[config.mk]
export PLATFORM = sky130hd
export DESIGN_NAME = ffha_alu
export DESIGN_NICKNAME = d
export VERILOG_FILES = /design/src/design/ffha_pkg.sv /design/src/design/ffha_alu.sv
export SDC_FILE = /design/constraint.sdc
export NUM_CORES = 1
export LEC_CHECK = 0
export ABC_AREA = 1
export ABC_CLOCK_PERIOD_IN_PS = 2900
export BUFFER_PORTS_ARGS = -buffer_cell sky130_fd_sc_hd__buf_4
export CAP_MARGIN = 10
export CORE_AREA = 4 4 41 43
export DETAILED_ROUTE_END_ITERATION = 7
export DIE_AREA = 0 0 45 47
export PLACE_DENSITY = 0.81
export SYNTH_ARGS = -nofsm -noshare
export SYNTH_HDL_FRONTEND = slang
export SYNTH_SLANG_ARGS = --single-unit
[constraint.sdc]
create_clock -name vclk -period 2.9
set_clock_uncertainty 0.1 [all_clocks]
set_input_delay 0.435 -clock vclk [all_inputs]
set_output_delay 0.435 -clock vclk [all_outputs]
set_load 0.01 [all_outputs]
[src/design/ffha_pkg.sv]
package ffha_pkg;

  localparam int ARENA_PAGES  = 64;
  localparam int PAGE_BYTES   = 4096;
  localparam int ALIGN_BYTES  = 16;
  localparam int HEADER_BYTES = 32;
  localparam int SPLIT_MIN    = 16;
  localparam int ARENA_BYTES  = ARENA_PAGES * PAGE_BYTES;
  localparam int GRANULES     = ARENA_BYTES / ALIGN_BYTES;

  localparam int IDX_W  = $clog2(GRANULES);
  localparam int PTR_W  = IDX_W + 2;
  localparam int SZ_W   = 18;
  localparam int OFF_W  = 19;
  localparam int PG_W   = 7;
  localparam int CMP_W  = 20;
  localparam int AL_SH  = $clog2(ALIGN_BYTES);
  localparam int PG_SH  = $clog2(PAGE_BYTES);
  localparam int HDR_GR = HEADER_BYTES / ALIGN_BYTES;

  // action codes
  localparam logic [1:0] ACT_ALLOC = 2'd0;
  localparam logic [1:0] ACT_FREE  = 2'd1;
  localparam logic [1:0] ACT_INIT  = 2'd2;

  // status codes
  localparam logic [1:0] STAT_OK      = 2'd0;
  localparam logic [1:0] STAT_REFUSED = 2'd1;
  localparam logic [1:0] STAT_NOMEM   = 2'd2;
  localparam logic [1:0] STAT_INITF   = 2'd3;

  // configuration register indexes
  localparam logic [1:0] CFG_INIT_PAGES = 2'd0;
  localparam logic [1:0] CFG_PAGE_LIMIT = 2'd1;

  typedef enum logic [4:0] {
    ST_IDLE,
    ST_A_START,
    ST_A_RD,
    ST_A_CHK,
    ST_A_SPL,
    ST_A_WS,
    ST_A_WI,
    ST_G_CALC,
    ST_G_RDT,
    ST_G_CHT,
    ST_G_NEW,
    ST_F_WALK,
    ST_F_NXT,
    ST_F_CHK,
    ST_F_NCHK,
    ST_F_PREV,
    ST_F_PRD,
    ST_F_PCHK,
    ST_I_START,
    ST_DONE
  } state_t;

  typedef struct packed {
    logic [IDX_W-1:0] rd_addr;
    logic [IDX_W-1:0] wr_addr;
    logic             wr_size_en;
    logic [SZ_W-1:0]  wr_size;
    logic             wr_free_en;
    logic             wr_free;
    logic             wr_prev_en;
    logic [IDX_W-1:0] wr_prev_addr;
    logic [IDX_W-1:0] wr_prev;
  } store_req_t;

  typedef struct packed {
    logic [SZ_W-1:0]  size;
    logic             free;
    logic [IDX_W-1:0] prev;
  } store_rsp_t;

  // granule index of the block that follows block i of the given size
  function automatic logic [PTR_W-1:0] next_of(input logic [PTR_W-1:0] i,
                                               input logic [SZ_W-1:0] s);
    next_of = i + PTR_W'(HDR_GR) + PTR_W'(s >> AL_SH);
  endfunction

endpackage

[src/design/ffha_alu.sv]
module ffha_alu (
  input  logic [ffha_pkg::CMP_W-1:0] a,
  input  logic [ffha_pkg::CMP_W-1:0] b,
  output logic                      ge
);
  import ffha_pkg::*;

  logic [CMP_W:0] diff;

  // subtract and take the borrow as the compare result
  assign diff = {1'b0, a} - {1'b0, b};
  assign ge   = ~diff[CMP_W];

endmodule

## Yosys cells after proc, flatten, opt, wreduce, memory -nomap -nowiden

Index checks and enable logic that the tools add are counted.

| storage, ports and cells | value |
|---|---|
| register bits | 0 |
| input port bits | 40 |
| output and inout bits | 1 |

| operators by class | value |
|---|---|
| $add $sub $neg | 1 |
| bitwise operators | 1 |

Operators by type and width:

| kind | count |
|---|---|
| 20-bit by 20-bit subtractor with 21-bit output | 1 |
| 1-bit inverter | 1 |

## Depth between registers and ports, before layout

| depth | value |
|---|---|
| word-level depth | 2 |
| mapped depth | 10 |

## Worst setup path before layout

OpenSTA, ideal clock, no wires.

| timing | value |
|---|---|
| path type | input to output |
| start point | input b[19] (netlist name) |
| end point | output ge |
| data arrival time | 1,208 ps |
| data required time | 2,365 ps |
| setup slack | 1,157 ps |
| cell stages on the path | 8 |
| path through | inv_1 ha_1 nand2_1 nor2_2 nand2_1 nor2_1 nand2_1 nand3_2 |

| on the way | value |
|---|---|
| cells in the longest elaborated chain, start to end | 2 |

RTL lines:

| element | line | text |
|---|---|---|
| start, declared | ffha_alu.sv:3 | `input logic [ffha_pkg::CMP_W-1:0] b,` |
| 20-bit by 20-bit subtractor with 21-bit output | ffha_alu.sv:11 | `assign diff = {1'b0, a} - {1'b0, b};` |
| 1-bit inverter | ffha_alu.sv:12 | `assign ge = ~diff[CMP_W];` |
| end, declared | ffha_alu.sv:4 | `output logic ge` |

No other way between the ends.

## Worst setup path in the final report

| timing | value |
|---|---|
| start point | input a[19] (netlist name) |
| end point | output ge |

| on the way | value |
|---|---|
| cells in the longest elaborated chain, start to end | 2 |

RTL lines:

| element | line | text |
|---|---|---|
| start, declared | ffha_alu.sv:2 | `input logic [ffha_pkg::CMP_W-1:0] a,` |
| 20-bit by 20-bit subtractor with 21-bit output | ffha_alu.sv:11 |  |
| 1-bit inverter | ffha_alu.sv:12 |  |

No other way between the ends.

==> results.cfg <==
[status]
status = completed

[drt]
drt-pass1-iter-count = 2
wl_per_cell_um = 8.24
routed_wl_um = 1230
drc = 0
vias_per_cell = 4.33
drt-initial-drc-count = 3
vias = 645
route.antenna.remaining_nets = 0

[setup_path]
required_ns = 2.37
cp_common_cell = nand2_1
cp_top_family = simple AND/OR/NAND/NOR gates
crit_path_start_kind = primary input
path_cells = buf_4, ha_1, nand2_1, nor2_2, nand2_1, nor2_1, nand2_1, nand3_2, buf_4
cp_num_cells = 9
end_kind = primary output
path_class = primary input to primary output
worst_path_max_delay_cell = ha_1
cp_max_fo = 2
critPathBufInv = 2
cp.arrival_ns = 1.42
max_stage_delay_ns = 0.28

[job]
max_cap_viol_count = 0

[place]
place_congestion = 0.686
dp_slack_ns = 0.927
hpwl_um = 1230
numPortBuffers = 41
post_dp_cell_area_um2 = 865
placed_cells = 149

[yosys]
synth_top_area_share = 0.442
synthSimpleGateAreaFrac = 0.267
synth_compound_area_frac = 0.0884
synthTopCellsByArea = ha_1 (44%), inv_1 (20%), nand2_1 (20%)
synth_nets = 152
yosysTopAreaCell = ha_1
synth.avg_cell_area_um2 = 5.79
synth_top_family_by_area = adder cells
yosysWarnings = 0
synthAdderAreaFrac = 0.442
synth_mux_area_frac = 0
syn_area_um2 = 538
synth-xor-area-share = 0
synthDistinctLibCells = 9
synthCells = 93
seq_area_frac_synth = 0

[floorplanning]
num_io_pins = 41
std_cell_rows = 13
coreArea_um2 = 1300
die_height_um = 47
dieArea_um2 = 2120
initial_core_util = 0.413
die_w_um = 45

[min_path]
holdCritPathClass = primary input to primary output
min_path_cells = 7

[cells_and_area]
stdcell_area_um2 = 865
final_cells = 149
antennaDiodeCount = 0
seqCellArea_um2 = 0
drive_gt1_frac = 0.321
utilization = 0.664
final_cell_mix = buf_4 (41), inv_1 (29), nand2_1 (28)
design.seq.count = 0
final_nets = 195
area_delta_synth_final_pct = 60.7
mostFrequentLayoutCell = buf_4
n_clock_buffer = 0

[timing]
finalMaxSlewViolations = 0
hold_ws_ns = 1.30
finalCriticalPeriod_ns = 1.96
hold_violations = 0
fin_ws_ns = 0.941
tightest_slew_ns = 0.136
fin_crit_sh = 0.676
grt_setup_unrepaired = no
setup_viol = 0
clock.fmax_mhz = 510
setup_tns_ns = 0
timing.slew.headroom = 0.908

[global_routing]
antenna_found_initial = 0
track_usage = 0.109
top_usage_layer = met2
grt_pass1_wl_um = 1840
use_met3 = 0
grt_pass1_vias = 570
met2_usage = 0.257
grt_use_met1 = 0.106
overflow = 0
grt_max_degree = 3

[pwr]
total_power_mw = 0.105
ir_drop_v = 0.0000607
power.density_nw_per_um2 = 121
leakagePower_nw = 0.594

[clock_tree]
post_cts_resized = 0
cts_setup_buffers = 0
cts_hold_buf = 0
==> synth_stat cells <==
master,count
a21o_1,1
a21oi_1,7
ha_1,19
inv_1,29
nand2_1,28
nand3_2,1
nor2_1,6
nor2_2,1
o21ai_0,1
==> worst paths after layout <==
path | startpoint | to | slack (ns)
worst max-delay path | a[19] | ge | 0.94
worst min-delay path | a[19] | ge | 1.30
==> final cells by class <==
type | instances | area (um2)
inverter | 29 | 109
fill | 122 | 437
timing repair buffer | 41 | 308
tap | 15 | 18.8
multi-input combinational | 64 | 429
==> report_power, final <==
part | internal (mW) | switching [mW]
Combinational | 0.0625 | 0.0421
Clock | 0 | 0
Sequential | 0 | 0
==> routing by layer <==
layer / vias to the layer above / routed length (um)
met2: 16 / 704
met1: 268 / 439
met3: 0 / 84
li1: 361 / -
met5: - / 0
met4: 0 / 0
==> kinds of logic (layout without fill, tap and decap cells) <==
group / count (synthesis) / count (layout)
buffers and inverters: 29 / 70
and+or+nand+nor: 36 / 36
adders and majority gates: 19 / 19
AOI/OAI and AO/OA: 9 / 9
(Power assumes the default switching activity.)
