===== config.mk =====
export PLATFORM = sky130hd
export DESIGN_NAME = ffha_seq
export DESIGN_NICKNAME = d
export VERILOG_FILES = /design/src/design/ffha_pkg.sv /design/src/design/ffha_seq.sv
export SDC_FILE = /design/constraint.sdc
export NUM_CORES = 1
export LEC_CHECK = 0
export CAP_MARGIN = 10
export CELL_PAD_IN_SITES_DETAIL_PLACEMENT = 1
export CELL_PAD_IN_SITES_GLOBAL_PLACEMENT = 1
export CORE_ASPECT_RATIO = 1.5
export CORE_MARGIN = 3
export CORE_UTILIZATION = 35
export CTS_CLUSTER_DIAMETER = 50
export DETAILED_ROUTE_END_ITERATION = 12
export DONT_BUFFER_PORTS = 1
export PLACE_DENSITY = 0.64
export SLEW_MARGIN = 15
export SYNTH_ARGS = -nofsm -noshare
export SYNTH_HDL_FRONTEND = slang
export SYNTH_SLANG_ARGS = --single-unit

===== constraint.sdc =====
create_clock -name clk -period 5.69 [get_ports clk]
set_input_delay 0.2845 -clock clk [delete_from_list [all_inputs] [get_ports clk]]
set_output_delay 0.2845 -clock clk [all_outputs]
set_load 0.03 [all_outputs]

===== src/design/ffha_pkg.sv =====
package ffha_pkg;

  localparam int ARENA_PAGES  = 64;
  localparam int PAGE_BYTES   = 4096;
  localparam int ALIGN_BYTES  = 16;
  localparam int HEADER_BYTES = 32;
  localparam int SPLIT_MIN    = 16;
  localparam int ARENA_BYTES  = ARENA_PAGES * PAGE_BYTES;
  localparam int GRANULES     = ARENA_BYTES / ALIGN_BYTES;

  localparam int IDX_W  = $clog2(GRANULES);
  localparam int PTR_W  = IDX_W + 2;
  localparam int SZ_W   = 18;
  localparam int OFF_W  = 19;
  localparam int PG_W   = 7;
  localparam int CMP_W  = 20;
  localparam int AL_SH  = $clog2(ALIGN_BYTES);
  localparam int PG_SH  = $clog2(PAGE_BYTES);
  localparam int HDR_GR = HEADER_BYTES / ALIGN_BYTES;

  // action codes
  localparam logic [1:0] ACT_ALLOC = 2'd0;
  localparam logic [1:0] ACT_FREE  = 2'd1;
  localparam logic [1:0] ACT_INIT  = 2'd2;

  // status codes
  localparam logic [1:0] STAT_OK      = 2'd0;
  localparam logic [1:0] STAT_REFUSED = 2'd1;
  localparam logic [1:0] STAT_NOMEM   = 2'd2;
  localparam logic [1:0] STAT_INITF   = 2'd3;

  // configuration register indexes
  localparam logic [1:0] CFG_INIT_PAGES = 2'd0;
  localparam logic [1:0] CFG_PAGE_LIMIT = 2'd1;

  typedef enum logic [4:0] {
    ST_IDLE,
    ST_A_START,
    ST_A_RD,
    ST_A_CHK,
    ST_A_SPL,
    ST_A_WS,
    ST_A_WI,
    ST_G_CALC,
    ST_G_RDT,
    ST_G_CHT,
    ST_G_NEW,
    ST_F_WALK,
    ST_F_NXT,
    ST_F_CHK,
    ST_F_NCHK,
    ST_F_PREV,
    ST_F_PRD,
    ST_F_PCHK,
    ST_I_START,
    ST_DONE
  } state_t;

  typedef struct packed {
    logic [IDX_W-1:0] rd_addr;
    logic [IDX_W-1:0] wr_addr;
    logic             wr_size_en;
    logic [SZ_W-1:0]  wr_size;
    logic             wr_free_en;
    logic             wr_free;
    logic             wr_prev_en;
    logic [IDX_W-1:0] wr_prev_addr;
    logic [IDX_W-1:0] wr_prev;
  } store_req_t;

  typedef struct packed {
    logic [SZ_W-1:0]  size;
    logic             free;
    logic [IDX_W-1:0] prev;
  } store_rsp_t;

  // granule index of the block that follows block i of the given size
  function automatic logic [PTR_W-1:0] next_of(input logic [PTR_W-1:0] i,
                                               input logic [SZ_W-1:0] s);
    next_of = i + PTR_W'(HDR_GR) + PTR_W'(s >> AL_SH);
  endfunction

endpackage


===== src/design/ffha_seq.sv =====
module ffha_seq (
  input  logic                       clk,
  input  logic                       rst_n,
  input  logic                       start,
  output logic                       busy,
  input  logic [1:0]                 in_action,
  input  logic [ffha_pkg::OFF_W-1:0] in_request_size,
  input  logic [ffha_pkg::OFF_W-1:0] in_payload_offset,
  output logic                       out_valid,
  output logic [1:0]                 out_status,
  output logic [ffha_pkg::OFF_W-1:0] out_result_offset,
  input  logic                       cfg_valid,
  output logic                       cfg_ready,
  input  logic [1:0]                 cfg_index,
  input  logic [ffha_pkg::PG_W-1:0]  cfg_wdata,
  output ffha_pkg::store_req_t       store_req,
  input  ffha_pkg::store_rsp_t       store_rsp,
  output logic [ffha_pkg::CMP_W-1:0] alu_a,
  output logic [ffha_pkg::CMP_W-1:0] alu_b,
  input  logic                       alu_ge
);
  import ffha_pkg::*;

  localparam logic [PTR_W-1:0] GR_END = PTR_W'(GRANULES);

  state_t           state_r, state_nxt;
  logic [PG_W-1:0]  mapped_r, mapped_nxt;
  logic [IDX_W-1:0] head_r, head_nxt;
  logic [IDX_W-1:0] tail_r, tail_nxt;
  logic [PG_W-1:0]  init_pages_r, page_limit_r;
  logic [1:0]       act_r, act_nxt;
  logic [PTR_W-1:0] cur_r, cur_nxt;
  logic [PTR_W-1:0] t_r, t_nxt;
  logic [PTR_W-1:0] n_r, n_nxt;
  logic [IDX_W-1:0] p_r, p_nxt;
  logic [OFF_W-1:0] need_r, need_nxt;
  logic [PG_W-1:0]  pages_r, pages_nxt;
  logic [SZ_W-1:0]  sz_r, sz_nxt;
  logic             split_r, split_nxt;
  logic             empty_r, empty_nxt;
  logic [PG_W-1:0]  gn_r, gn_nxt;
  logic [1:0]       status_r, status_nxt;
  logic [OFF_W-1:0] result_r, result_nxt;

  logic [PTR_W-1:0] nx_rsp, nx_sz, nn_rsp, split_idx;
  logic [PG_W-1:0]  limit, avail, gn_calc;
  logic [OFF_W-1:0] region;
  logic [OFF_W:0]   need_calc;
  logic [OFF_W:0]   pages_sum;
  logic [SZ_W-1:0]  merged_sz;

  // neighbour indexes and growth amounts
  assign nx_rsp    = next_of(cur_r, store_rsp.size);
  assign nx_sz     = next_of(cur_r, sz_r);
  assign nn_rsp    = next_of(n_r, store_rsp.size);
  assign split_idx = cur_r + PTR_W'(HDR_GR) + PTR_W'(need_r >> AL_SH);
  assign limit     = (page_limit_r > PG_W'(ARENA_PAGES)) ? PG_W'(ARENA_PAGES) : page_limit_r;
  assign avail     = (limit > mapped_r) ? limit - mapped_r : '0;
  assign gn_calc   = (pages_r < avail) ? pages_r : avail;
  assign region    = OFF_W'(gn_r) << PG_SH;
  assign need_calc = ({1'b0, in_request_size} + (OFF_W+1)'(ALIGN_BYTES - 1))
                     & ~(OFF_W+1)'(ALIGN_BYTES - 1);
  assign pages_sum = need_calc + (OFF_W+1)'(HEADER_BYTES + PAGE_BYTES - 1);
  assign merged_sz = sz_r + SZ_W'(HEADER_BYTES) + store_rsp.size;

  assign cfg_ready         = 1'b1;
  assign out_status        = status_r;
  assign out_result_offset = result_r;

  // take configuration writes
  always_ff @(posedge clk) begin
    if (!rst_n) begin
      init_pages_r <= PG_W'(16);
      page_limit_r <= PG_W'(64);
    end else if (cfg_valid) begin
      unique case (cfg_index)
        CFG_INIT_PAGES: init_pages_r <= cfg_wdata;
        CFG_PAGE_LIMIT: page_limit_r <= cfg_wdata;
        default: ;
      endcase
    end
  end

  // hold control state and working registers
  always_ff @(posedge clk) begin
    if (!rst_n) begin
      state_r  <= ST_IDLE;
      mapped_r <= '0;
      head_r   <= '0;
      tail_r   <= '0;
    end else begin
      state_r  <= state_nxt;
      mapped_r <= mapped_nxt;
      head_r   <= head_nxt;
      tail_r   <= tail_nxt;
    end
  end

  always_ff @(posedge clk) begin
    act_r    <= act_nxt;
    cur_r    <= cur_nxt;
    t_r      <= t_nxt;
    n_r      <= n_nxt;
    p_r      <= p_nxt;
    need_r   <= need_nxt;
    pages_r  <= pages_nxt;
    sz_r     <= sz_nxt;
    split_r  <= split_nxt;
    empty_r  <= empty_nxt;
    gn_r     <= gn_nxt;
    status_r <= status_nxt;
    result_r <= result_nxt;
  end

  // advance the sequencer
  always_comb begin
    state_nxt  = state_r;
    mapped_nxt = mapped_r;
    head_nxt   = head_r;
    tail_nxt   = tail_r;
    act_nxt    = act_r;
    cur_nxt    = cur_r;
    t_nxt      = t_r;
    n_nxt      = n_r;
    p_nxt      = p_r;
    need_nxt   = need_r;
    pages_nxt  = pages_r;
    sz_nxt     = sz_r;
    split_nxt  = split_r;
    empty_nxt  = empty_r;
    gn_nxt     = gn_r;
    status_nxt = status_r;
    result_nxt = result_r;
    unique case (state_r)
      ST_IDLE: begin
        if (start) begin
          act_nxt    = in_action;
          result_nxt = '0;
          status_nxt = STAT_OK;
          unique case (in_action)
            ACT_ALLOC: begin
              if (in_request_size == '0) begin
                status_nxt = STAT_REFUSED;
                state_nxt  = ST_DONE;
              end else if (in_request_size > OFF_W'(ARENA_BYTES)) begin
                status_nxt = STAT_NOMEM;
                state_nxt  = ST_DONE;
              end else begin
                need_nxt  = need_calc[OFF_W-1:0];
                pages_nxt = pages_sum[PG_SH+PG_W-1:PG_SH];
                state_nxt = ST_A_START;
              end
            end
            ACT_FREE: begin
              if (in_payload_offset == '0) begin
                status_nxt = STAT_REFUSED;
                state_nxt  = ST_DONE;
              end else if (mapped_r == '0 || in_payload_offset < OFF_W'(HEADER_BYTES) ||
                           in_payload_offset[AL_SH-1:0] != '0) begin
                state_nxt = ST_DONE;
              end else begin
                t_nxt     = PTR_W'((in_payload_offset - OFF_W'(HEADER_BYTES)) >> AL_SH);
                cur_nxt   = PTR_W'(head_r);
                state_nxt = ST_F_WALK;
              end
            end
            ACT_INIT: state_nxt = ST_I_START;
            default: begin
              status_nxt = STAT_REFUSED;
              state_nxt  = ST_DONE;
            end
          endcase
        end
      end
      ST_A_START: begin
        if (mapped_r != '0) begin
          cur_nxt   = PTR_W'(head_r);
          state_nxt = ST_A_RD;
        end else begin
          state_nxt = ST_G_CALC;
        end
      end
      ST_A_RD: state_nxt = ST_A_CHK;
      ST_A_CHK: begin
        sz_nxt = store_rsp.size;
        if (store_rsp.free && alu_ge) begin
          state_nxt = ST_A_SPL;
        end else if (cur_r == PTR_W'(tail_r) || nx_rsp >= GR_END) begin
          state_nxt = ST_G_CALC;
        end else begin
          cur_nxt   = nx_rsp;
          state_nxt = ST_A_RD;
        end
      end
      ST_A_SPL: begin
        split_nxt = alu_ge;
        n_nxt     = split_idx;
        if (alu_ge) begin
          if (cur_r == PTR_W'(tail_r)) begin
            tail_nxt = split_idx[IDX_W-1:0];
          end
          state_nxt = ST_A_WS;
        end else begin
          state_nxt = ST_A_WI;
        end
      end
      ST_A_WS: state_nxt = ST_A_WI;
      ST_A_WI: begin
        result_nxt = (OFF_W'(cur_r[IDX_W-1:0]) << AL_SH) + OFF_W'(HEADER_BYTES);
        status_nxt = STAT_OK;
        state_nxt  = ST_DONE;
      end
      ST_G_CALC: begin
        if (gn_calc == '0) begin
          status_nxt = (act_r == ACT_INIT) ? STAT_INITF : STAT_NOMEM;
          state_nxt  = ST_DONE;
        end else begin
          gn_nxt     = gn_calc;
          mapped_nxt = mapped_r + gn_calc;
          empty_nxt  = (mapped_r == '0);
          n_nxt      = PTR_W'(mapped_r) << (PG_SH - AL_SH);
          state_nxt  = (mapped_r != '0) ? ST_G_RDT : ST_G_NEW;
        end
      end
      ST_G_RDT: state_nxt = ST_G_CHT;
      ST_G_CHT: begin
        if (store_rsp.free) begin
          state_nxt = (act_r == ACT_INIT) ? ST_DONE : ST_A_START;
        end else begin
          state_nxt = ST_G_NEW;
        end
      end
      ST_G_NEW: begin
        if (empty_r) begin
          head_nxt = n_r[IDX_W-1:0];
        end
        tail_nxt  = n_r[IDX_W-1:0];
        state_nxt = (act_r == ACT_INIT) ? ST_DONE : ST_A_START;
      end
      ST_F_WALK: begin
        if (cur_r >= GR_END) begin
          state_nxt = ST_DONE;
        end else if (cur_r == t_r) begin
          state_nxt = ST_F_CHK;
        end else if (cur_r == PTR_W'(tail_r) || cur_r > t_r) begin
          state_nxt = ST_DONE;
        end else begin
          state_nxt = ST_F_NXT;
        end
      end
      ST_F_NXT: begin
        cur_nxt   = nx_rsp;
        state_nxt = ST_F_WALK;
      end
      ST_F_CHK: begin
        sz_nxt = store_rsp.size;
        if (store_rsp.free) begin
          state_nxt = ST_DONE;
        end else if (cur_r != PTR_W'(tail_r) && nx_rsp < GR_END) begin
          n_nxt     = nx_rsp;
          state_nxt = ST_F_NCHK;
        end else begin
          state_nxt = ST_F_PREV;
        end
      end
      ST_F_NCHK: begin
        if (store_rsp.free) begin
          sz_nxt = merged_sz;
          if (n_r == PTR_W'(tail_r)) begin
            tail_nxt = cur_r[IDX_W-1:0];
          end
        end
        state_nxt = ST_F_PREV;
      end
      ST_F_PREV: begin
        state_nxt = (cur_r != PTR_W'(head_r)) ? ST_F_PRD : ST_DONE;
      end
      ST_F_PRD: begin
        p_nxt     = store_rsp.prev;
        state_nxt = ST_F_PCHK;
      end
      ST_F_PCHK: begin
        if (store_rsp.free && cur_r == PTR_W'(tail_r)) begin
          tail_nxt = p_r;
        end
        state_nxt = ST_DONE;
      end
      ST_I_START: begin
        head_nxt   = '0;
        tail_nxt   = '0;
        mapped_nxt = '0;
        if (init_pages_r == '0) begin
          status_nxt = STAT_INITF;
          state_nxt  = ST_DONE;
        end else begin
          pages_nxt = init_pages_r;
          state_nxt = ST_G_CALC;
        end
      end
      ST_DONE: state_nxt = ST_IDLE;
      default: state_nxt = ST_IDLE;
    endcase
  end

  // drive header store, compare unit and handshake
  always_comb begin
    store_req   = '0;
    alu_a       = '0;
    alu_b       = '0;
    busy        = (state_r != ST_IDLE);
    out_valid   = (state_r == ST_DONE);
    unique case (state_r)
      ST_A_RD: store_req.rd_addr = cur_r[IDX_W-1:0];
      ST_A_CHK: begin
        alu_a = CMP_W'(store_rsp.size);
        alu_b = CMP_W'(need_r);
      end
      ST_A_SPL: begin
        alu_a = CMP_W'(sz_r);
        alu_b = CMP_W'(need_r) + CMP_W'(HEADER_BYTES + SPLIT_MIN);
        if (alu_ge && cur_r != PTR_W'(tail_r) && nx_sz < GR_END) begin
          store_req.wr_prev_en   = 1'b1;
          store_req.wr_prev_addr = nx_sz[IDX_W-1:0];
          store_req.wr_prev      = split_idx[IDX_W-1:0];
        end
      end
      ST_A_WS: begin
        store_req.wr_addr      = n_r[IDX_W-1:0];
        store_req.wr_size_en   = 1'b1;
        store_req.wr_size      = sz_r - SZ_W'(need_r) - SZ_W'(HEADER_BYTES);
        store_req.wr_free_en   = 1'b1;
        store_req.wr_free      = 1'b1;
        store_req.wr_prev_en   = 1'b1;
        store_req.wr_prev_addr = n_r[IDX_W-1:0];
        store_req.wr_prev      = cur_r[IDX_W-1:0];
      end
      ST_A_WI: begin
        store_req.wr_addr    = cur_r[IDX_W-1:0];
        store_req.wr_size_en = split_r;
        store_req.wr_size    = SZ_W'(need_r);
        store_req.wr_free_en = 1'b1;
        store_req.wr_free    = 1'b0;
      end
      ST_G_RDT: store_req.rd_addr = tail_r;
      ST_G_CHT: begin
        store_req.wr_addr    = tail_r;
        store_req.wr_size_en = store_rsp.free;
        store_req.wr_size    = store_rsp.size + SZ_W'(region);
      end
      ST_G_NEW: begin
        store_req.wr_addr      = n_r[IDX_W-1:0];
        store_req.wr_size_en   = 1'b1;
        store_req.wr_size      = SZ_W'(region - OFF_W'(HEADER_BYTES));
        store_req.wr_free_en   = 1'b1;
        store_req.wr_free      = 1'b1;
        store_req.wr_prev_en   = 1'b1;
        store_req.wr_prev_addr = n_r[IDX_W-1:0];
        store_req.wr_prev      = empty_r ? '0 : tail_r;
      end
      ST_F_WALK: store_req.rd_addr = cur_r[IDX_W-1:0];
      ST_F_CHK: begin
        store_req.rd_addr    = nx_rsp[IDX_W-1:0];
        store_req.wr_addr    = cur_r[IDX_W-1:0];
        store_req.wr_free_en = ~store_rsp.free;
        store_req.wr_free    = 1'b1;
      end
      ST_F_NCHK: begin
        store_req.wr_addr    = cur_r[IDX_W-1:0];
        store_req.wr_size_en = store_rsp.free;
        store_req.wr_size    = merged_sz;
        if (store_rsp.free && n_r != PTR_W'(tail_r) && nn_rsp < GR_END) begin
          store_req.wr_prev_en   = 1'b1;
          store_req.wr_prev_addr = nn_rsp[IDX_W-1:0];
          store_req.wr_prev      = cur_r[IDX_W-1:0];
        end
      end
      ST_F_PREV: store_req.rd_addr = cur_r[IDX_W-1:0];
      ST_F_PRD:  store_req.rd_addr = store_rsp.prev;
      ST_F_PCHK: begin
        store_req.wr_addr    = p_r;
        store_req.wr_size_en = store_rsp.free;
        store_req.wr_size    = store_rsp.size + SZ_W'(HEADER_BYTES) + sz_r;
        if (store_rsp.free && cur_r != PTR_W'(tail_r) && nx_sz < GR_END) begin
          store_req.wr_prev_en   = 1'b1;
          store_req.wr_prev_addr = nx_sz[IDX_W-1:0];
          store_req.wr_prev      = p_r;
        end
      end
      default: ;
    endcase
  end

  // a taken request leaves idle at once
  a_start_busy: assert property (@(posedge clk) disable iff (!rst_n)
    start && !busy |=> busy) else $error("request taken but block not busy");

  // the result strobe lasts one cycle and frees the block
  a_done_idle: assert property (@(posedge clk) disable iff (!rst_n)
    out_valid |=> !busy && !out_valid) else $error("result strobe not followed by idle");

  // the arena never exceeds its page count
  a_mapped_max: assert property (@(posedge clk) disable iff (!rst_n)
    mapped_r <= PG_W'(ARENA_PAGES)) else $error("mapped pages beyond arena");

  // a claimed block always reports success with a payload offset
  a_alloc_ok: assert property (@(posedge clk) disable iff (!rst_n)
    state_r == ST_A_WI |=> out_valid && out_status == STAT_OK && out_result_offset != '0)
    else $error("allocation did not report its block");

endmodule


# --- Yosys cells after proc, flatten, opt, wreduce, memory -nomap -nowiden ---
# Cells that the tools add are included.
word_totals:
  regBits: 186
  inputBits: 87
  out_inout_bits: 142
  word_cells: 238
classes:
  n_addsub: 21
  magnitude_cmp: 11
  n_eq_ne: 51
  n_mux: 77
  n_bitwise: 6
  n_reduce_logical: 53
ops:
  columns: ["op", "count"]
  rows:
  - ["$mux W16", 10]
  - ["$pmux W29 S5", 1]
  - ["$pmux W19 S6", 1]
  - ["$pmux W14 S4", 2]
  - ["$mux W14", 7]
  - ["$pmux W5 S18", 1]
  - ["$mux W29", 3]
  - ["$pmux W18 S2", 2]
  - ["$pmux W14 S5", 1]
  - ["$mux W5", 13]
  - ["$pmux W16 S4", 1]
  - ["$mux W7", 9]
  - ["$add A18 B18 Y18", 3]
  - ["$add A16 B14 Y16", 3]
  - ["$lt A16 B15 Y1 const B", 3]
  - ["$ne A16 B14 Y1", 3]
  - ["$pmux W16 S3", 1]
  - ["$eq A5 B4 Y1 const B", 8]
  - ["$ne A2 B2 Y1 const B", 20]
  - ["$pmux W20 S2", 1]
  - ["$logic_not A19 Y1", 2]
  - ["$pmux W19 S2", 1]
  - ["$add A18 B6 Y18 const B", 2]
  - ["$sub A18 B6 Y18 const B", 2]
  - ["other kinds (54)", 119]

# --- Depth between registers and ports, before layout ---
# Gate-level depths: netlist of the first run.
logic_depth:
  depth_word: 9
  depth_mapped: 24

# --- Worst setup path after synthesis of the first run ---
# Ideal clock, no wire load.
synth_timing:
  path_kind: "register to register"
  start: "register page_limit_r[6]"
  end: "register mapped_r[6]"
  setup_ns: 0.134
  arrival_ns: 4.829
  required_ns: 5.556
  setup_slack_ns: 0.727
  path_stages_with_launch: 24
  path_buffers: 1
  synth_period_minus_slack_ns: 4.963
  cell_sequence: "dfxtp_1 > nand2b_1 > ha_1 > inv_1 > fa_1 > a211oi_1 > or4b_2 > o2111ai_1 > o211a_1 > inv_1 > ha_1 > a2111oi_4 > o2111ai_1 > a211oi_2 > clkbuf_1 > o31ai_1 > fa_1 > a21o_1 > a21o_1 > a21o_1 > a21oi_1 > xnor2_1 > o311ai_0 > o31ai_1"
synth_via:
  elab_chain_len: 9
synth_rtl:
  columns: ["item", "line", "source"]
  rows:
  - ["start: declaration", "ffha_seq.sv:30", "logic [PG_W-1:0] init_pages_r, page_limit_r;"]
  - ["start signal: assignment", "ffha_seq.sv:78", "CFG_PAGE_LIMIT: page_limit_r <= cfg_wdata;"]
  - ["$gt A7 B7 Y1", "ffha_seq.sv:57", "assign limit = (page_limit_r > PG_W'(ARENA_PAGES)) ? PG_W'(ARENA_PAGES) : page_limit_r;"]
  - ["$mux W7 *", "ffha_seq.sv:57", null]
  - ["$sub A7 B7 Y7 / $gt A7 B7 Y1 (equally long branches)", "ffha_seq.sv:58", "assign avail = (limit > mapped_r) ? limit - mapped_r : '0;"]
  - ["$mux W7 *", "ffha_seq.sv:58", null]
  - ["$lt A7 B7 Y1", "ffha_seq.sv:59", "assign gn_calc = (pages_r < avail) ? pages_r : avail;"]
  - ["$mux W7 *", "ffha_seq.sv:59", null]
  - ["named net gn_calc[1]", "ffha_seq.sv:46", "logic [PG_W-1:0] limit, avail, gn_calc;"]
  - ["$add A7 B7 Y7 / $logic_not A7 Y1 (equally long branches)", "ffha_seq.sv:219, ffha_seq.sv:214", null]
  - ["$mux W7 / $ne A2 B2 Y1 (equally long branches)", null, null]
  - ["$pmux W7 S2 / $reduce_and A2 Y1 (equally long branches)", null, null]
  - ["end signal: assignment", "ffha_seq.sv:93", "mapped_r <= mapped_nxt;"]
  - ["end: declaration", "ffha_seq.sv:27", "logic [PG_W-1:0] mapped_r, mapped_nxt;"]
# The timed path passes the listed nets; every way through them passes the cells marked *. The select of a mux whose other input is x is not followed.
# A chain may end at the register's enable or synchronous reset.

# --- Worst setup path after layout of the first run ---
# Same ends and word-level chain as after synthesis.

==> flow_metrics.py, run 1 <==
metrics = {
    "cells_and_area": {
        "layout_common_cells": "sky130_fd_sc_hd__nand2_1 (290), sky130_fd_sc_hd__ha_1 (181), sky130_fd_sc_hd__o21ai_0 (169)",
        "finalCoreUtilization": 0.401,
        "share_of_layout_cells_above_drive_strength_1": 0.0846,
        "num-fill-cells": 5958,
        "postLayoutCellArea_sq_um": 19900,
        "layout_commonest_cell": "sky130_fd_sc_hd__nand2_1",
        "num-nets-final": 2474,
        "synthToLayoutAreaGrowth_pct": 13.4,
    },
    "worst_setup_path": {
        "slowest_delay_ps": 650,
        "critical_path.cell_chain": "nand2b_1, ha_1, inv_1, fa_1, a211oi_2, or4b_2, o2111ai_1, o211a_1, inv_1, ha_1, a2111oi_4, o2111ai_2, a211oi_4, buf_4, o31ai_1, ha_1, a21o_1, a21o_1, a21o_1, a21oi_1, xnor2_1, o311ai_1, o31ai_1",
        "critical_path_arrival_ps": 5780,
        "crit_required_ps": 6050,
        "critPathTopFamily": "compound AO/OA/AOI/OAI gates",
        "crit_path_start_kind": "register",
        "worstSetupEndpointType": "register",
        "cp_slowest_cell": "sky130_fd_sc_hd__or4b_2",
        "critical_path_class": "reg -> reg",
        "critical_path_buf_inv_count": 3,
        "path_max_fanout": 8,
    },
    "synthesis": {
        "synth_enable_flop_cells": 128,
        "postSynthRegisterBits": 182,
        "synth-warning-count": 0,
        "post_synth.cell_area_avg_sq_um": 8.25,
        "ys_dominant_reg_cell": "sky130_fd_sc_hd__edfxtp_1",
        "synth.cell_area_sq_um": 17600,
        "asyncSetResetFlopFracSynth": 0,
        "synthesis.instances": 2131,
        "ys_seq_area_frac": 0.280,
        "yosys.cell_types.count": 82,
    },
    "grt": {
        "globalRoute.totalOverflow": 0,
        "largest_net_degree_at_the_start_of_global_routing": 35,
        "grt_first_pass_wirelength_microns": 118000,
        "vias_in_the_first_global_route": 18300,
        "grt_antenna_before_repair": 1,
        "groute.usage.overall": 0.298,
    },
    "sta": {
        "max_slew.worst_pin.slew_ps": 1180,
        "final-hold-violation-count": 0,
        "worst_slew_margin_relative_to_its_limit": 0.205,
        "timing.fmax_mhz": 184,
        "final.setup.tns_ps": 0,
        "slew_violations": 0,
        "timing.final.ws_setup_ps": 269,
        "finalSetupViolCount": 0,
        "layout_worst_path_cycle_share": 0.953,
        "period_needed_ps": 5420,
        "finClkSkew_ps": 16.7,
    },
    "clocking": {
        "cts_buffers": 17,
        "cts_buffer_depth": 2,
        "clock_latency_reported_for_the_late_side_of_the_worst_skew_pair_ps": 480,
        "ctsHtreeMaxLevel": 4,
        "cts_num_sinks": 182,
        "clk_pin_slew_worst_paths_ps": 90,
        "tritoncts": "yes",
        "clk_tree_root_cell": "sky130_fd_sc_hd__clkbuf_16",
    },
    "floorplan": {
        "initial_utilization": 0.354,
        "design.core.area_sq_um": 49700,
        "die_x_microns": 189,
        "ios": 229,
        "full_die_area_sq_um": 53000,
        "die_height_microns": 280,
        "floorplan.rows": 100,
    },
    "power_and_ir_drop": {
        "power-per-cell-area_nw_per_um2": 451,
        "p_total_uw": 8990,
        "leakagePower_uw": 0.00817,
        "vdd_ir_drop_max_mv": 0.292,
    },
    "detailed_routing": {
        "routed_via_density": 6.16,
        "drt_pass1_iterations": 8,
        "remaining_drc_errors": 0,
        "vias": 17700,
        "wl_microns": 80900,
        "drt.antenna.violating_nets": 0,
        "routedWlPerCell_microns": 28.1,
        "detailedRoute.firstIterationViolations": 1366,
    },
    "hold_path": {
        "holdCritPathClass": "in -> reg",
    },
    "placement": {
        "buffer_ports.inserted": 0,
        "dpl_cell_area_sq_um": 18600,
        "dp_worst_setup_slack_ps": -7.60,
        "place_congestion": 0.939,
        "detailedPlacementHpwl_microns": 62300,
    },
    "job": {
        "maxCapViolations": 0,
    },
    "run_status": {
        "run_status": "completed",
    },
}
worst paths after layout:
path / cells past startpoint / slack, ps / endpoint / start
hold reg to reg: 2 / 490 / page_limit_r[2]$_SDFFE_PN0P_ / page_limit_r[2]$_SDFFE_PN0P_
setup / recovery: 23 / 270 / mapped_r[6]$_SDFFE_PN0P_ / page_limit_r[6]$_SDFFE_PN1P_
setup reg to reg: 23 / 270 / mapped_r[6]$_SDFFE_PN0P_ / page_limit_r[6]$_SDFFE_PN1P_
hold / removal: 2 / 10 / sz_r[17]$_DFFE_PP_ / store_rsp[32]
layout make-up:
cell class	instances	area [sq um]	area share
Inverter	124	465	0.0233
Tap cell	663	830	0.0416
Antenna cell	1	2.50	0.000126
Clock buffer	19	453	0.0227
Timing Repair Buffer	151	1290	0.0649
Clock inverter	13	159	0.00797
Multi-Input combinational cell	1722	11800	0.592
Sequential cell	182	4920	0.247
cell usage after synthesis (all sizes together), types with 32 or more instances:
cell / instances / area [sq um]
nand2: 292 / 1100
ha: 181 / 2260
o21ai: 173 / 866
nor2: 152 / 571
edfxtp: 128 / 3840
inv: 121 / 454
a21oi: 107 / 536
xnor2: 103 / 910
clkbuf: 71 / 268
xor2: 70 / 613
dfxtp: 54 / 1080
nand3: 52 / 260
buf: 41 / 236
nor3: 40 / 200
nand4: 32 / 200
kinds of logic after synthesis:
kind of cell	count (synthesis)	share of synthesized area
simple gates	714	0.188
mux	34	0.0204
compound gates	601	0.231
fa+ha+maj	189	0.138
buf+inv	236	0.0552
other cells	2	0.000427
flops	182	0.280
xor+xnor	173	0.0866
through the flow:
step           hold slack, ps  std cells
3_3_place_gp              350       2770
6_report                 14.8       2875
5_1_grt                  9.85       2874
4_1_cts                 0.608       2866
3_5_place_dp              352       2770
2_1_floorplan             383       2140
power by group:
group | switching, uW | internal [uW]
clock | 657 | 616
sequential | 456 | 1760
combinational | 3680 | 1820
total | 4790 | 4200
state kept, by name, summed over array words and instances, names as in the netlist, 14 cells and up:
| register | flops |
|---|---|
| need_r | 15 |
| tail_r | 14 |
| p_r | 14 |
| cur_r | 16 |
| sz_r | 18 |
| head_r | 14 |
| t_r | 15 |
| out_result_offset | 15 |
| n_r | 16 |
metal layers:
metal | up-vias | track usage | share of wire
met5 | - | 0 | 0
met3 | 223 | 0.0469 | 0.062
li1 | 7945 | - | -
met4 | 0 | 0.161 | 0.064
met1 | 8784 | 0.331 | 0.37
met2 | 750 | 0.541 | 0.51
what timing repair did:
item | in CTS | in global routing
hold buffers | 64 | 0
setup endpoints to repair | 1 | 20
pin swaps | 0 | 5
hold endpoints to repair | 77 | 0
setup buffers | 0 | 8
gates resized for setup | 1 | 9
Power figures use the tool's default switching activity.
==> inputs of run 2 (changes only) <==
--- a/config.mk
+++ b/config.mk
@@ -14,6 +14,7 @@
 export CTS_CLUSTER_DIAMETER = 50
 export DETAILED_ROUTE_END_ITERATION = 12
 export DONT_BUFFER_PORTS = 1
+export GPL_TIMING_DRIVEN = 0
 export PLACE_DENSITY = 0.64
 export SLEW_MARGIN = 15
 export SYNTH_ARGS = -nofsm -noshare
==> flow_metrics.py, run 2 (synthesis gave the netlist of run 1 again) <==
metrics = {
    "run_status": {
        "run_status": "completed",
    },
    "sta": {
        "finClkSkew_ps": 18.0,
        "final.hold.worst_slack_ps": 24.5,
        "timing.final.ws_setup_ps": 122,
        "setup_repair_after_global_routing_missed_its_margin": "true",
        "period_needed_ps": 5570,
        "final-hold-violation-count": 0,
        "max_slew.worst_pin.slew_ps": 1230,
        "layout_worst_path_cycle_share": 0.979,
        "timing.fmax_mhz": 180,
        "slew_violations": 0,
        "final.setup.tns_ps": 0,
        "worst_slew_margin_relative_to_its_limit": 0.169,
        "finalSetupViolCount": 0,
    },
    "floorplan": {
        "full_die_area_sq_um": 53000,
        "floorplan.rows": 100,
        "initial_utilization": 0.354,
        "ios": 229,
        "die_height_microns": 280,
        "design.core.area_sq_um": 49700,
        "die_x_microns": 189,
    },
    "worst_setup_path": {
        "critical_path_arrival_ps": 5280,
        "critical_path_class": "reg -> out",
        "path_max_fanout": 8,
        "critPathMostFrequentCell": "sky130_fd_sc_hd__nand3_1",
        "critical_path.cell_chain": "buf_2, and3_1, nand3_1, nor2_2, nand3_1, xnor2_1, ha_1, nand3b_1, o221ai_1, or3_1, a21oi_1, o21ai_2, o2111ai_1",
        "critical_path_buf_inv_count": 1,
        "cp_slowest_cell": "sky130_fd_sc_hd__o2111ai_1",
        "crit_path_start_kind": "register",
        "critPathTopFamily": "simple AND/OR/NAND/NOR gates",
        "slowest_delay_ps": 820,
        "crit_required_ps": 5410,
        "worstSetupEndpointType": "output pin",
    },
    "power_and_ir_drop": {
        "power.sequential.fraction": 0.234,
        "clockPowerShare": 0.151,
        "leakagePower_uw": 0.00811,
        "netSwitchingFraction": 0.535,
        "vdd_ir_drop_max_mv": 0.304,
        "internal_power_uw": 4210,
        "switching_power_uw": 4850,
        "power-per-cell-area_nw_per_um2": 454,
        "power.share.combinational": 0.616,
    },
    "placement": {
        "place_congestion": 0.998,
        "detailedPlacementHpwl_microns": 66300,
        "dp_worst_setup_slack_ps": -211,
        "buffer_ports.inserted": 0,
        "dpl_cell_area_sq_um": 18500,
    },
    "cells_and_area": {
        "finalCoreUtilization": 0.402,
        "share_of_layout_cells_above_drive_strength_1": 0.0718,
        "num-nets-final": 2504,
        "num-fill-cells": 5990,
        "layout_commonest_cell": "sky130_fd_sc_hd__nand2_1",
        "postLayoutCellArea_sq_um": 20000,
        "largest_register": "sz_r",
        "synthToLayoutAreaGrowth_pct": 13.6,
        "layout_common_cells": "sky130_fd_sc_hd__nand2_1 (290), sky130_fd_sc_hd__ha_1 (181), sky130_fd_sc_hd__o21ai_0 (166)",
        "largest_registers": "sz_r x18, cur_r x16, n_r x16",
        "largest_register_ffs": 18,
    },
    "detailed_routing": {
        "drt_pass1_iterations": 7,
        "routed_via_density": 6.12,
        "remaining_drc_errors": 0,
        "routedWlPerCell_microns": 28.6,
        "detailedRoute.firstIterationViolations": 1261,
        "vias": 17800,
        "wl_microns": 83200,
        "drt.antenna.violating_nets": 0,
    },
    "clocking": {
        "cts_buffers": 17,
        "clk_tree_root_cell": "sky130_fd_sc_hd__clkbuf_16",
        "clock_latency_reported_for_the_late_side_of_the_worst_skew_pair_ps": 490,
        "cts_num_sinks": 182,
        "tritoncts": "yes",
        "cts_buffer_depth": 2,
        "clk_pin_slew_worst_paths_ps": 70,
        "ctsHtreeMaxLevel": 4,
    },
    "grt": {
        "largest_net_degree_at_the_start_of_global_routing": 24,
        "groute.usage.overall": 0.305,
        "vias_in_the_first_global_route": 18600,
        "globalRoute.totalOverflow": 0,
        "grt_antenna_before_repair": 2,
        "grt_first_pass_wirelength_microns": 121000,
    },
    "hold_path": {
        "holdCritPathClass": "in -> reg",
    },
    "job": {
        "maxCapViolations": 0,
    },
}
==> run 2: changes by cell type in the layout (fill, tap and decap cells not counted), moves of 7 or more <==
| cell | before | now |
|---|---|---|
| sky130_fd_sc_hd__buf_2 | 0 | 18 |
| sky130_fd_sc_hd__clkbuf_1 | 0 | 69 |
| sky130_fd_sc_hd__o2111ai_1 | 19 | 9 |
| sky130_fd_sc_hd__buf_1 | 0 | 7 |
| sky130_fd_sc_hd__o2111ai_2 | 1 | 11 |
| sky130_fd_sc_hd__buf_4 | 87 | 25 |
==> run 2: power by group through the flow <==
stage / clock network [uW] / registers [uW] / logic [uW]
4_1_cts: 1380 / 2100 / 5390
3_5_place_dp: 0 / 2140 / 5270
2_1_floorplan: 0 / 1990 / 3560
6_report: 1360 / 2120 / 5580
5_1_grt: 1430 / 2130 / 5910
3_3_place_gp: 0 / 2130 / 5150
==> run 2: area by class of cell <==
type | count | area, sq um | share of cell area
Inverter | 124 | 465 | 0.0233
Timing Repair Buffer | 69 | 676 | 0.0338
Buffer | 112 | 512 | 0.0256
Clock inverter | 14 | 204 | 0.0102
Multi-Input combinational cell | 1722 | 11900 | 0.597
Antenna cell | 1 | 2.50 | 0.000125
Clock buffer | 18 | 429 | 0.0215
Sequential cell | 182 | 4930 | 0.247
Tap cell | 663 | 830 | 0.0415
==> run 2: worst reg2reg max path, stage by stage, from the launching register on <==
cell,delay (ps)
sky130_fd_sc_hd__dfxtp_1,360
sky130_fd_sc_hd__inv_1,130
sky130_fd_sc_hd__ha_1,280
sky130_fd_sc_hd__or2_2,290
sky130_fd_sc_hd__o211ai_1,370
sky130_fd_sc_hd__a211oi_2,170
sky130_fd_sc_hd__buf_4,170
sky130_fd_sc_hd__o211ai_1,320
sky130_fd_sc_hd__ha_1,350
sky130_fd_sc_hd__a2111oi_4,340
sky130_fd_sc_hd__o2111ai_1,190
sky130_fd_sc_hd__a211oi_2,220
sky130_fd_sc_hd__clkbuf_4,250
sky130_fd_sc_hd__o21ai_0,130
sky130_fd_sc_hd__o31ai_2,150
sky130_fd_sc_hd__ha_1,360
sky130_fd_sc_hd__a21o_1,190
sky130_fd_sc_hd__a21o_1,200
sky130_fd_sc_hd__a21o_1,180
sky130_fd_sc_hd__a21oi_1,190
sky130_fd_sc_hd__xnor2_1,130
sky130_fd_sc_hd__o311ai_0,300
sky130_fd_sc_hd__o31ai_1,120
==> run 2: stage by stage <==
stage / std cells / power, uW
3_3_place_gp: 2803 / 7280
2_1_floorplan: 2140 / 5550
4_1_cts: 2898 / 8870
3_5_place_dp: 2804 / 7410
5_1_grt: 2904 / 9470
6_report: 2905 / 9060
==> run 2: final timing paths <==
| kind | endpoint | startpoint | cells after the start | slack [ps] |
|---|---|---|---|---|
| worst min register to register | page_limit_r[2]$_SDFFE_PN0P_ | page_limit_r[2]$_SDFFE_PN0P_ | 2 | 510 |
| worst max register to register | mapped_r[6]$_SDFFE_PN0P_ | mapped_r[2]$_SDFFE_PN0P_ | 22 | 170 |
| worst min-delay path | need_r[15]$_DFFE_PP_ | in_request_size[15] | 1 | 20 |
| worst max-delay path | store_req[1] | cur_r[5]$_DFFE_PP_ | 13 | 120 |
==> run 2: per-layer routing <==
| metal | vias to the layer above | global-route usage | wire length, microns |
|---|---|---|---|
| met5 | - | 0 | 0 |
| met4 | 0 | 0.215 | 7140 |
| met3 | 273 | 0.0522 | 4990 |
| met2 | 725 | 0.548 | 41100 |
| met1 | 8759 | 0.322 | 29900 |
| li1 | 8013 | - | - |
==> run 2: timing repair <==
action | 4_1_cts | 5_1_grt
hold buffers | 60 | 0
setup buffers | 2 | 6
gates resized for setup | 19 | 23
endpoints found under the setup margin | 30 | 28
pin swaps | 1 | 5
cloned | 0 | 0
hold endpoints to repair | 67 | 0
==> inputs of run 3 (changes only) <==
--- a/config.mk
+++ b/config.mk
@@ -5,6 +5,7 @@
 export SDC_FILE = /design/constraint.sdc
 export NUM_CORES = 1
 export LEC_CHECK = 0
+export BUFFER_PORTS_ARGS = -buffer_cell sky130_fd_sc_hd__buf_2
 export CAP_MARGIN = 10
 export CELL_PAD_IN_SITES_DETAIL_PLACEMENT = 1
 export CELL_PAD_IN_SITES_GLOBAL_PLACEMENT = 1
@@ -13,9 +14,8 @@
 export CORE_UTILIZATION = 35
 export CTS_CLUSTER_DIAMETER = 50
 export DETAILED_ROUTE_END_ITERATION = 12
-export DONT_BUFFER_PORTS = 1
 export GPL_TIMING_DRIVEN = 0
-export PLACE_DENSITY = 0.64
+export PLACE_DENSITY = 0.69
 export SLEW_MARGIN = 15
 export SYNTH_ARGS = -nofsm -noshare
 export SYNTH_HDL_FRONTEND = slang
==> flow_metrics.py, run 3 (synthesis gave the netlist of run 1 again) <==
metrics = {
    "detailed_routing": {
        "detailedRoute.firstIterationViolations": 1319,
        "remaining_drc_errors": 0,
        "wl_microns": 82200,
        "top_layer": "met4",
        "drt_pass1_iterations": 8,
        "met2_wirelength_microns": 41600,
        "drt.antenna.violating_nets": 0,
        "wl_met3_microns": 4300,
        "routed_via_density": 6.04,
        "vias": 18500,
        "routedWlPerCell_microns": 26.9,
        "met1_length_microns": 30500,
    },
    "power_and_ir_drop": {
        "leakagePower_uw": 0.00878,
        "power-per-cell-area_nw_per_um2": 443,
        "vdd_ir_drop_max_mv": 0.281,
    },
    "sta": {
        "worst_slew_margin_relative_to_its_limit": 0.213,
        "max_slew.worst_pin.slew_ps": 1180,
        "layout_worst_path_cycle_share": 0.973,
        "timing.fmax_mhz": 181,
        "period_needed_ps": 5540,
        "setup_repair_after_global_routing_missed_its_margin": "true",
        "finClkSkew_ps": 27.5,
        "final.hold.worst_slack_ps": 10.6,
        "final-hold-violation-count": 0,
        "slew_violations": 0,
        "finalSetupViolCount": 0,
    },
    "hold_path": {
        "holdCritPathClass": "in -> reg",
        "timing.hold.worst.start": "store_rsp[11]",
    },
    "worst_setup_path": {
        "path_max_fanout": 10,
        "critPathLaunch": "cur_r[5]$_DFFE_PP_",
        "crit_required_ps": 5410,
        "critical_path_class": "reg -> out",
        "worstSetupEndpointType": "output pin",
        "crit-reg2reg-launch": "page_limit_r[6]$_SDFFE_PN1P_",
        "crit_path_start_kind": "register",
        "critical_path_arrival_ps": 5250,
    },
    "run_status": {
        "run_status": "completed",
    },
    "cells_and_area": {
        "layout_commonest_cell": "sky130_fd_sc_hd__nand2_1",
        "num-nets-final": 2659,
        "synthToLayoutAreaGrowth_pct": 15.3,
        "num-fill-cells": 6055,
        "largest_register_ffs": 18,
        "finalCoreUtilization": 0.408,
        "largest_registers": "sz_r x18, cur_r x16, n_r x16",
        "largest_register": "sz_r",
        "share_of_layout_cells_above_drive_strength_1": 0.151,
        "layout_common_cells": "sky130_fd_sc_hd__nand2_1 (290), sky130_fd_sc_hd__buf_2 (233), sky130_fd_sc_hd__ha_1 (181)",
    },
    "grt": {
        "grt_first_pass_wirelength_microns": 120000,
        "groute.usage.overall": 0.302,
        "grt_antenna_before_repair": 1,
        "globalRoute.totalOverflow": 0,
        "largest_net_degree_at_the_start_of_global_routing": 24,
        "vias_in_the_first_global_route": 19300,
    },
    "clocking": {
        "cts_num_sinks": 182,
        "tritoncts": "yes",
        "clock_latency_reported_for_the_late_side_of_the_worst_skew_pair_ps": 480,
        "clk_tree_root_cell": "sky130_fd_sc_hd__clkbuf_16",
        "clk_pin_slew_worst_paths_ps": 80,
        "cts_buffer_depth": 2,
        "ctsHtreeMaxLevel": 4,
        "cts_buffers": 17,
    },
    "placement": {
        "detailedPlacementHpwl_microns": 67300,
        "buffer_ports.inserted": 215,
        "place_congestion": 0.956,
    },
    "floorplan": {
        "design.core.area_sq_um": 49700,
        "die_height_microns": 280,
        "initial_utilization": 0.354,
        "ios": 229,
        "die_x_microns": 189,
        "full_die_area_sq_um": 53000,
        "floorplan.rows": 100,
    },
    "job": {
        "maxCapViolations": 0,
    },
}
[run 3: cell types whose count changed in the layout (fill, tap and decap cells not counted), sizes merged]
| cell | before | now |
|---|---|---|
| inv | 130 | 128 |
| clkbuf | 88 | 90 |
| dlygate4sd3 | 60 | 2 |
| clkinvlp | 0 | 1 |
| bufinv | 3 | 0 |
| clkinv | 5 | 7 |
| buf | 51 | 264 |
[run 3: repair_timing]
action                     4_1_cts  5_1_grt
gates resized for setup          9       16
pin swaps                        1        2
hold buffers                     1        1
setup endpoints to repair       28       30
hold endpoints to repair         1        1
buffers inserted                 2        5
[run 3: power breakdown]
| group | total, uW | switching [uW] | internal, uW |
|---|---|---|---|
| clock | 1190 | 604 | 590 |
| combinational | 5760 | 3930 | 1830 |
| sequential | 2020 | 255 | 1770 |
| total | 8970 | 4790 | 4180 |
[run 3: final timing paths]
path	slack, ps	endpoint	cells past startpoint
worst max-delay path	150	store_req[7]	15
worst min-delay path	10	p_r[11]$_DFFE_PN_	1
worst max register to register	160	mapped_r[6]$_SDFFE_PN0P_	23
worst min register to register	510	page_limit_r[5]$_SDFFE_PN0P_	2
[run 3: area by class of cell]
type                       count  area [sq um]  area share
antenna                        1          2.50    0.000123
buffer                       112           509      0.0251
clock buffer                  20           447      0.0220
clock inverter                12           115     0.00568
inverter                     124           465      0.0230
multi-input combinational   1722         11800       0.583
sequential                   182          4930       0.243
tap                          663           830      0.0409
timing repair buffer         224          1150      0.0567
[run 3: layer usage]
layer | vias up | GRT usage
met5 | - | 0
met4 | 0 | 0.194
met3 | 248 | 0.0421
met2 | 740 | 0.550
met1 | 9156 | 0.327
li1 | 8337 | -
[run 3: through the flow]
stage / std cells / worst slack (ps) / instance area, sq um / setup TNS (ps) / total power, uW
2_1_floorplan: 2140 / 727 / 17600 / 0 / 5550
3_3_place_gp: 3018 / 6.31 / 19500 / 0 / 7460
3_5_place_dp: 3018 / -173 / 19500 / -173 / 7570
4_1_cts: 3053 / 32.8 / 20200 / 0 / 8810
5_1_grt: 3059 / -110 / 20300 / -134 / 9430
6_report: 3060 / 152 / 20300 / 0 / 8970
[run 3: critical path, stage by stage, from the launching register on]
cell                        delay, ps
sky130_fd_sc_hd__edfxtp_1         360
sky130_fd_sc_hd__buf_2            290
sky130_fd_sc_hd__and3_1           320
sky130_fd_sc_hd__nand3_1          260
sky130_fd_sc_hd__nor2_1           300
sky130_fd_sc_hd__nand3_1          130
sky130_fd_sc_hd__xnor2_1          650
sky130_fd_sc_hd__ha_1             370
sky130_fd_sc_hd__nand3b_1         200
sky130_fd_sc_hd__o221ai_1         190
sky130_fd_sc_hd__or3_1            480
sky130_fd_sc_hd__a21oi_1          210
sky130_fd_sc_hd__o21ai_2          140
sky130_fd_sc_hd__buf_2            230
sky130_fd_sc_hd__o2111ai_1        370
sky130_fd_sc_hd__buf_2            270
